$ cat config.mk
export PLATFORM = sky130hd
export DESIGN_NAME = frx_eta_div
export DESIGN_NICKNAME = d
export VERILOG_FILES = /design/src/design/frx_pkg.sv /design/src/design/frx_eta_div.sv
export SDC_FILE = /design/constraint.sdc
export NUM_CORES = 1
export LEC_CHECK = 0
export ABC_AREA = 1
export ABC_CLOCK_PERIOD_IN_PS = 1900
export BUFFER_PORTS_ARGS = -buffer_cell sky130_fd_sc_hd__buf_4
export CORE_MARGIN = 5
export CORE_UTILIZATION = 30
export CTS_BUF_LIST = sky130_fd_sc_hd__clkbuf_8
export CTS_CLUSTER_DIAMETER = 80
export DETAILED_ROUTE_END_ITERATION = 6
export PLACE_DENSITY = 0.59
export SLEW_MARGIN = 20
export SYNTH_ARGS = -nofsm -noshare
export SYNTH_HDL_FRONTEND = slang
export SYNTH_SLANG_ARGS = --single-unit
$ cat constraint.sdc
create_clock -name clk_i -period 1.9 [get_ports clk_i]
set_clock_uncertainty 0.1 [all_clocks]
set_input_delay 0.38 -clock clk_i [delete_from_list [all_inputs] [get_ports clk_i]]
set_output_delay 0.38 -clock clk_i [all_outputs]
set_load 0.05 [all_outputs]
$ cat src/design/frx_pkg.sv
// Package for the Fresnel refraction unit: beat types, side-band structs,
// reset constants, the rounding helper and the magnitude helper. No dependencies.
`timescale 1ns / 1ps
`default_nettype none

package frx_pkg;

  localparam int unsigned ETA_W   = 21;
  localparam int unsigned RAD_W   = 44;
  localparam int unsigned ROOT_W  = 22;
  localparam int unsigned MAG_W   = 36;
  localparam int unsigned Q_W     = 16;
  localparam int unsigned CFG_IDX_W = 8;

  localparam logic [ETA_W-1:0] ETA_CAP       = 21'h100000;
  localparam logic [ETA_W-1:0] ETA_ENTER_RST = 21'd43691;
  localparam logic [ETA_W-1:0] ETA_EXIT_RST  = 21'd98304;
  localparam logic [15:0] OUTSIDE_RST = 16'd16384;
  localparam logic [15:0] INSIDE_RST  = 16'd24576;
  localparam logic [14:0] REFL_ONE    = 15'd16384;
  localparam logic [Q_W-1:0] COEF_ONE = 16'd16384;
  localparam logic [Q_W-1:0] COEF_CAP = 16'd65535;

  localparam logic [CFG_IDX_W-1:0] REG_OUTSIDE = 8'd0;
  localparam logic [CFG_IDX_W-1:0] REG_INSIDE  = 8'd1;

  typedef struct packed {
    logic signed [15:0] normal_x;
    logic signed [15:0] normal_y;
    logic signed [15:0] normal_z;
    logic signed [15:0] facing_x;
    logic signed [15:0] facing_y;
    logic signed [15:0] facing_z;
    logic signed [15:0] dir_x;
    logic signed [15:0] dir_y;
    logic signed [15:0] dir_z;
  } in_item_t;

  typedef struct packed {
    logic [14:0]        reflectance;
    logic signed [15:0] trans_x;
    logic signed [15:0] trans_y;
    logic signed [15:0] trans_z;
    logic               total_reflection;
  } out_item_t;

  typedef struct packed {
    logic               tir;
    logic [15:0]        n1;
    logic [15:0]        n2;
    logic signed [18:0] c;
    logic signed [23:0] ecr;
    logic signed [15:0] fac_x;
    logic signed [15:0] fac_y;
    logic signed [15:0] fac_z;
    logic signed [21:0] edr_x;
    logic signed [21:0] edr_y;
    logic signed [21:0] edr_z;
  } sq_side_t;

  typedef struct packed {
    logic               tir;
    logic signed [15:0] tr_x;
    logic signed [15:0] tr_y;
    logic signed [15:0] tr_z;
  } cd_side_t;

  // Shift right by s (s >= 1), rounding half away from zero.
  function automatic logic signed [63:0] rnd_sh(input logic signed [63:0] v,
                                                input int unsigned s);
    logic [63:0] m;
    logic [63:0] r;
    m = v[63] ? 64'(-v) : 64'(v);
    r = (m + (64'd1 << (s - 1))) >> s;
    return v[63] ? -$signed(r) : $signed(r);
  endfunction

  function automatic logic [MAG_W-1:0] mag37(input logic signed [36:0] v);
    logic [36:0] a;
    a = v[36] ? 37'(-v) : 37'(v);
    return a[MAG_W-1:0];
  endfunction

endpackage

`default_nettype wire

$ cat src/design/frx_eta_div.sv
// Iterative restoring divider for the relative index, one quotient bit per cycle.
// Uses frx_pkg for widths and the saturation cap.
`timescale 1ns / 1ps
`default_nettype none

module frx_eta_div (
  input  logic                     clk_i,
  input  logic                     rst_ni,
  input  logic                     start_i,
  input  logic [15:0]              num_i,
  input  logic [15:0]              den_i,
  output logic                     busy_o,
  output logic                     done_o,
  output logic [frx_pkg::ETA_W-1:0] eta_o
);

  localparam logic [4:0] LAST_CNT = 5'd31;

  logic        busy_q, done_q;
  logic [4:0]  cnt_q;
  logic [31:0] dvd_q, quo_q;
  logic [15:0] rem_q, den_q;
  logic [15:0] dv;
  logic [16:0] trial;
  logic        ge;

  assign dv    = (den_i == 16'd0) ? 16'd1 : den_i;
  assign trial = {rem_q, dvd_q[31]};
  assign ge    = trial >= {1'b0, den_q};

  always_ff @(posedge clk_i or negedge rst_ni) begin
    if (!rst_ni) begin
      busy_q <= 1'b0;
      done_q <= 1'b0;
      cnt_q  <= '0;
    end else begin
      done_q <= busy_q && (cnt_q == LAST_CNT);
      if (start_i) begin
        busy_q <= 1'b1;
        cnt_q  <= '0;
      end else if (busy_q) begin
        cnt_q <= cnt_q + 5'd1;
        if (cnt_q == LAST_CNT) begin
          busy_q <= 1'b0;
        end
      end
    end
  end

  always_ff @(posedge clk_i) begin
    if (start_i) begin
      dvd_q <= {num_i, 16'd0} + 32'(dv >> 1);
      quo_q <= '0;
      rem_q <= '0;
      den_q <= dv;
    end else if (busy_q) begin
      dvd_q <= dvd_q << 1;
      quo_q <= {quo_q[30:0], ge};
      rem_q <= ge ? 16'(trial - {1'b0, den_q}) : trial[15:0];
    end
  end

  assign busy_o = busy_q;
  assign done_o = done_q;
  assign eta_o  = (quo_q > 32'(frx_pkg::ETA_CAP)) ? frx_pkg::ETA_CAP
                                                   : quo_q[frx_pkg::ETA_W-1:0];

endmodule

`default_nettype wire

# --- After elaboration in Yosys (flattened, before gate mapping) ---
# Index checks and enable logic that the tools add are counted.
# Widths: inputs -> output; s select.
op_classes:
  n_addsub: 3
  order_cmp: 2
  n_eq_ne: 1
  n_mux: 10
  reduce_logical: 3
op_table:
  columns: ["op", "count"]
  rows:
  - ["$mux 32", 2]
  - ["$add 32x15->32", 1]
  - ["$gt 32x21->1 const B", 1]
  - ["$mux 16", 2]
  - ["$mux 21", 1]
  - ["$ge 17x16->1", 1]
  - ["$logic_not 16->1", 1]
  - ["$sub 16x16->16", 1]
  - ["$mux 5", 2]
  - ["$add 5x1->5 const B", 1]
  - ["$eq 5x5->1 const B", 1]
  - ["$mux 1", 3]
  - ["$reduce_bool 2->1", 1]
  - ["$logic_and 1x1->1", 1]
totals:
  regBits: 103
  in_bits: 35
  out_inout_bits: 23
  elab_cells: 27

# --- Logic depth before layout (Yosys ltp) ---
logic_depth:
  ltp_word: 4
  mapped_depth: 15
  depth_no_buf: 14

# --- Least setup slack after synthesis ---
# No wires, ideal clock.
synth_path:
  path_kind: "register -> output"
  startpoint: "register quo_q[31]"
  endpoint: "output port eta_o[0] (netlist name)"
  t_arrival_ns: 2.233
  required_time_ns: 1.420
  path_slack_ns: -0.813
  stages_incl_launch_ff: 8
  path_cell_list: "dfxtp_1 nor2_1 nand3_1 nor2_1 nand4_1 a21boi_0 clkbuf_1 nor2_1"
synth_via:
  elab_chain_len: 2
synth_rtl:
  columns: ["element", "line", "text"]
  rows:
  - ["from (decl)", "frx_eta_div.sv:21", "logic [31:0] dvd_q, quo_q;"]
  - ["from (signal assigned)", "frx_eta_div.sv:58", "quo_q <= {quo_q[30:0], ge};"]
  - ["$gt 32x21->1", "frx_eta_div.sv:65", "assign eta_o = (quo_q > 32'(frx_pkg::ETA_CAP)) ? frx_pkg::ETA_CAP"]
  - ["$mux 21", "frx_eta_div.sv:65", null]
  - ["to (decl)", "frx_eta_div.sv:14", "output logic [frx_pkg::ETA_W-1:0] eta_o"]
# No other way between the ends.

# --- Worst setup path after layout ---
layout_path:
  startpoint: "register quo_q[7]"
  endpoint: "output port eta_o[16] (netlist name)"
# Same word-level chain as after synthesis.

==> flow_summary.json <==
{
  "critPathTopFamily": "simple AND/OR/NAND/NOR gates",
  "antenna_cells": 0,
  "hold_violations": 0,
  "grtUsageTotal": 0.138,
  "dieHeight_um": 142,
  "multi_input_area_mm2": 0.00284,
  "place_congestion": 0.868,
  "netlist_area_mm2": 0.00527,
  "clk_pin_slew_ns": 0.10,
  "hp-class": "in2reg",
  "outcome": "finished, violations left",
  "grt-ovfl-total": 0,
  "tightest_slew_ns": 0.652,
  "drv_cap": 0,
  "crit_type": "reg2out",
  "drt-total-wl_um": 13500,
  "clk_latency_ns": 0.39,
  "place_area_mm2": 0.00665,
  "register_area_mm2": 0.00258,
  "max_stage_delay_ns": 0.33,
  "syn_avg_cell_area_um2": 7.79,
  "setup_ws_ns": -0.482,
  "critical_path.cell_chain": "inv_1 -> nand4_1 -> nor4_2 -> buf_4 -> a21boi_4 -> buf_8 -> nor2_4 -> buf_8",
  "cts_inserted_buffers": 9,
  "drive_gt1_frac": 0.385,
  "cellPowerDensity_mw_per_mm2": 1170,
  "grt_pass1_wl_um": 22600,
  "period_share": 1.25,
  "reg2reg_slack_ns": -0.10,
  "worst_ep_arrival_time_ns": 1.90,
  "vdd_drop_max_uv": 526,
  "cpMaxStageDelayCell": "nor4_2",
  "placed_cells": 1004,
  "syn_inst": 676,
  "cp-start-kind": "flop",
  "grt_pass1_vias": 4767,
  "rsz0062_at_grt": "yes",
  "clk_path_buf_depth": 2,
  "fin_cells": 1031,
  "avgRoutedWirePerCell_um": 13.1,
  "synth_seq_cells": 103,
  "first_iter_violations": 192,
  "power_leakage_nw": 3.48,
  "ant_nets": 0,
  "grt_max_degree": 58,
  "crit_top_cell": "buf_8",
  "ys_types": 40,
  "antenna_found_initial": 0,
  "finalNetCount": 855,
  "area_growth_pct": 46.6,
  "die-area_mm2": 0.0203,
  "vias": 4710,
  "numPortBuffers": 57,
  "cp.required_ns": 1.42,
  "cts_root_buffer": "clkbuf_8",
  "vias_per_cell": 4.57,
  "fmax_mhz": 420,
  "first_pass_iters": 4,
  "io_pins": 58,
  "cts_sinks": 103,
  "syn-num-nets": 730,
  "fillCellCount": 1658,
  "slew_viol_final": 0,
  "endpoint_kind": "primary output",
  "core.rowCount": 48,
  "violations": "setup timing",
  "finalCriticalPeriod_ns": 2.38,
  "die_width_um": 142,
  "fin_tns_setup_ns": -10.03,
  "setup_viol": 36,
  "remaining_drc_errors": 0,
  "core_area_mm2": 0.0172,
  "htreeDepth": 3,
  "critPathBufInv": 4,
  "ys_warn_count": 0,
  "yosysSeqAreaShare": 0.490,
  "cts_tree": "done",
  "max_slew_margin": 0.566,
  "start_util": 0.305,
  "hpwl_um": 9190,
  "path_max_fanout": 6,
  "final_cell_area_mm2": 0.00772
}
[registers in the layout (all words and copies together) (netlist names)]
| register | count |
|---|---|
| dvd_q | 32 |
| quo_q | 32 |
| den_q | 16 |
| rem_q | 16 |
| cnt_q | 5 |
| busy_o | 1 |
| done_o | 1 |
[worst register-to-register path: cells and delay by family (launching register included)]
family	cells	cell delay, ns
buffers and inverters	3	0.37
flip-flops	1	0.45
adder cells (fa/ha/maj)	1	0.22
AND/OR/NAND/NOR	9	0.74
[Yosys cell counts (all sizes together)]
cell type	number	share of area
dfxtp	48	0.18
nand3	39	0.038
inv	105	0.075
o22ai	30	0.036
buf	9	0.011
nor2	60	0.045
nor3	6	0.0057
clkbuf	28	0.020
nor4	7	0.0083
fa	1	0.0038
ha	18	0.043
or2	1	0.0012
a41o	1	0.0019
o211ai	1	0.0014
and2	1	0.0012
a21oi	23	0.023
edfxtp	48	0.27
dfrtp	7	0.033
a22o	1	0.0017
nand4	16	0.019
o21a	2	0.0029
clkinv	1	0.00071
o21ai	11	0.011
nand2	203	0.15
a31oi	1	0.0012
a21boi	8	0.011
[stage by stage]
step	hold WS, ns	util	setup WS (ns)	total power [mW]
4_1_cts	0.0584	0.439	-0.505	8.72
2_1_floorplan	-0.0156	-	-0.526	4.74
5_1_grt	0.0664	0.448	-0.613	9.61
3_3_place_gp	0.0989	0.386	-0.151	5.95
6_report	0.0802	0.448	-0.482	9.04
3_5_place_dp	0.0987	0.386	-0.164	5.97
[metal layers]
layer	track usage	wire length, µm	share of wire	up-vias
li1	-	-	-	2430
met3	0.0218	457	0.034	16
met5	0	0	0	-
met4	0.0540	256	0.019	0
met1	0.178	6270	0.46	2192
met2	0.230	6560	0.48	72
[placed cells by master (no fill, tap or decap), types with 10 or more instances in the layout]
| master | synthesis | routed |
|---|---|---|
| buf_6 | 2 | 21 |
| a21oi_1 | 22 | 10 |
| nand3_1 | 38 | 16 |
| nor2_1 | 57 | 30 |
| inv_1 | 103 | 85 |
| buf_4 | 1 | 116 |
| dfxtp_1 | 48 | 46 |
| nor2_4 | 1 | 26 |
| a21oi_2 | 1 | 12 |
| nand2_1 | 199 | 176 |
| inv_2 | 1 | 19 |
| o22ai_1 | 30 | 30 |
| nand2_2 | 2 | 20 |
| nand4_1 | 16 | 16 |
| clkbuf_8 | 0 | 10 |
| ha_4 | 0 | 16 |
| nand3_2 | 1 | 20 |
| edfxtp_1 | 48 | 48 |
[repair_timing]
item / CTS / global route
pin swaps: 33 / 23
endpoints found under the setup margin: 38 / 39
hold endpoints to repair: 7 / 0
hold buffers: 1 / 0
setup buffers: 8 / 0
cloned: 3 / 0
resized for setup: 120 / 49
[where the power goes]
part	switching [mW]	internal, mW
Clock	0.806	0.787
Sequential	0.237	2.60
Combinational	2.43	2.18
[cells by family after synthesis]
logic type,count (synthesis),share of synthesized area
AND/OR/NAND/NOR,333,0.267
buffers and inverters,143,0.107
flip-flops,103,0.490
AO/OA/AOI/OAI,78,0.0898
adder cells (fa/ha/maj),19,0.0466
[area by class of cell]
type                       instances  share of cell area
clock buffer                      10              0.0178
clock inverter                     6              0.0120
inverter                         106              0.0537
multi-input combinational        430               0.368
sequential                       103               0.334
tap                              225              0.0365
timing repair buffer             150               0.175
timing repair inverter             1             0.00259
[worst paths after layout]
check | cells after the start | endpoint | from
min reg2reg | 2 | quo_q[31] | quo_q[31]
max in group asynchronous | 2 | busy_o | rst_ni
min in group asynchronous | 2 | cnt_q[0] | rst_ni
max reg2reg | 13 | rem_q[12] | den_q[1]
min | 1 | den_q[1] | den_i[1]
max | 8 | eta_o[16] | quo_q[7]
Power figures use the tool's default switching activity.
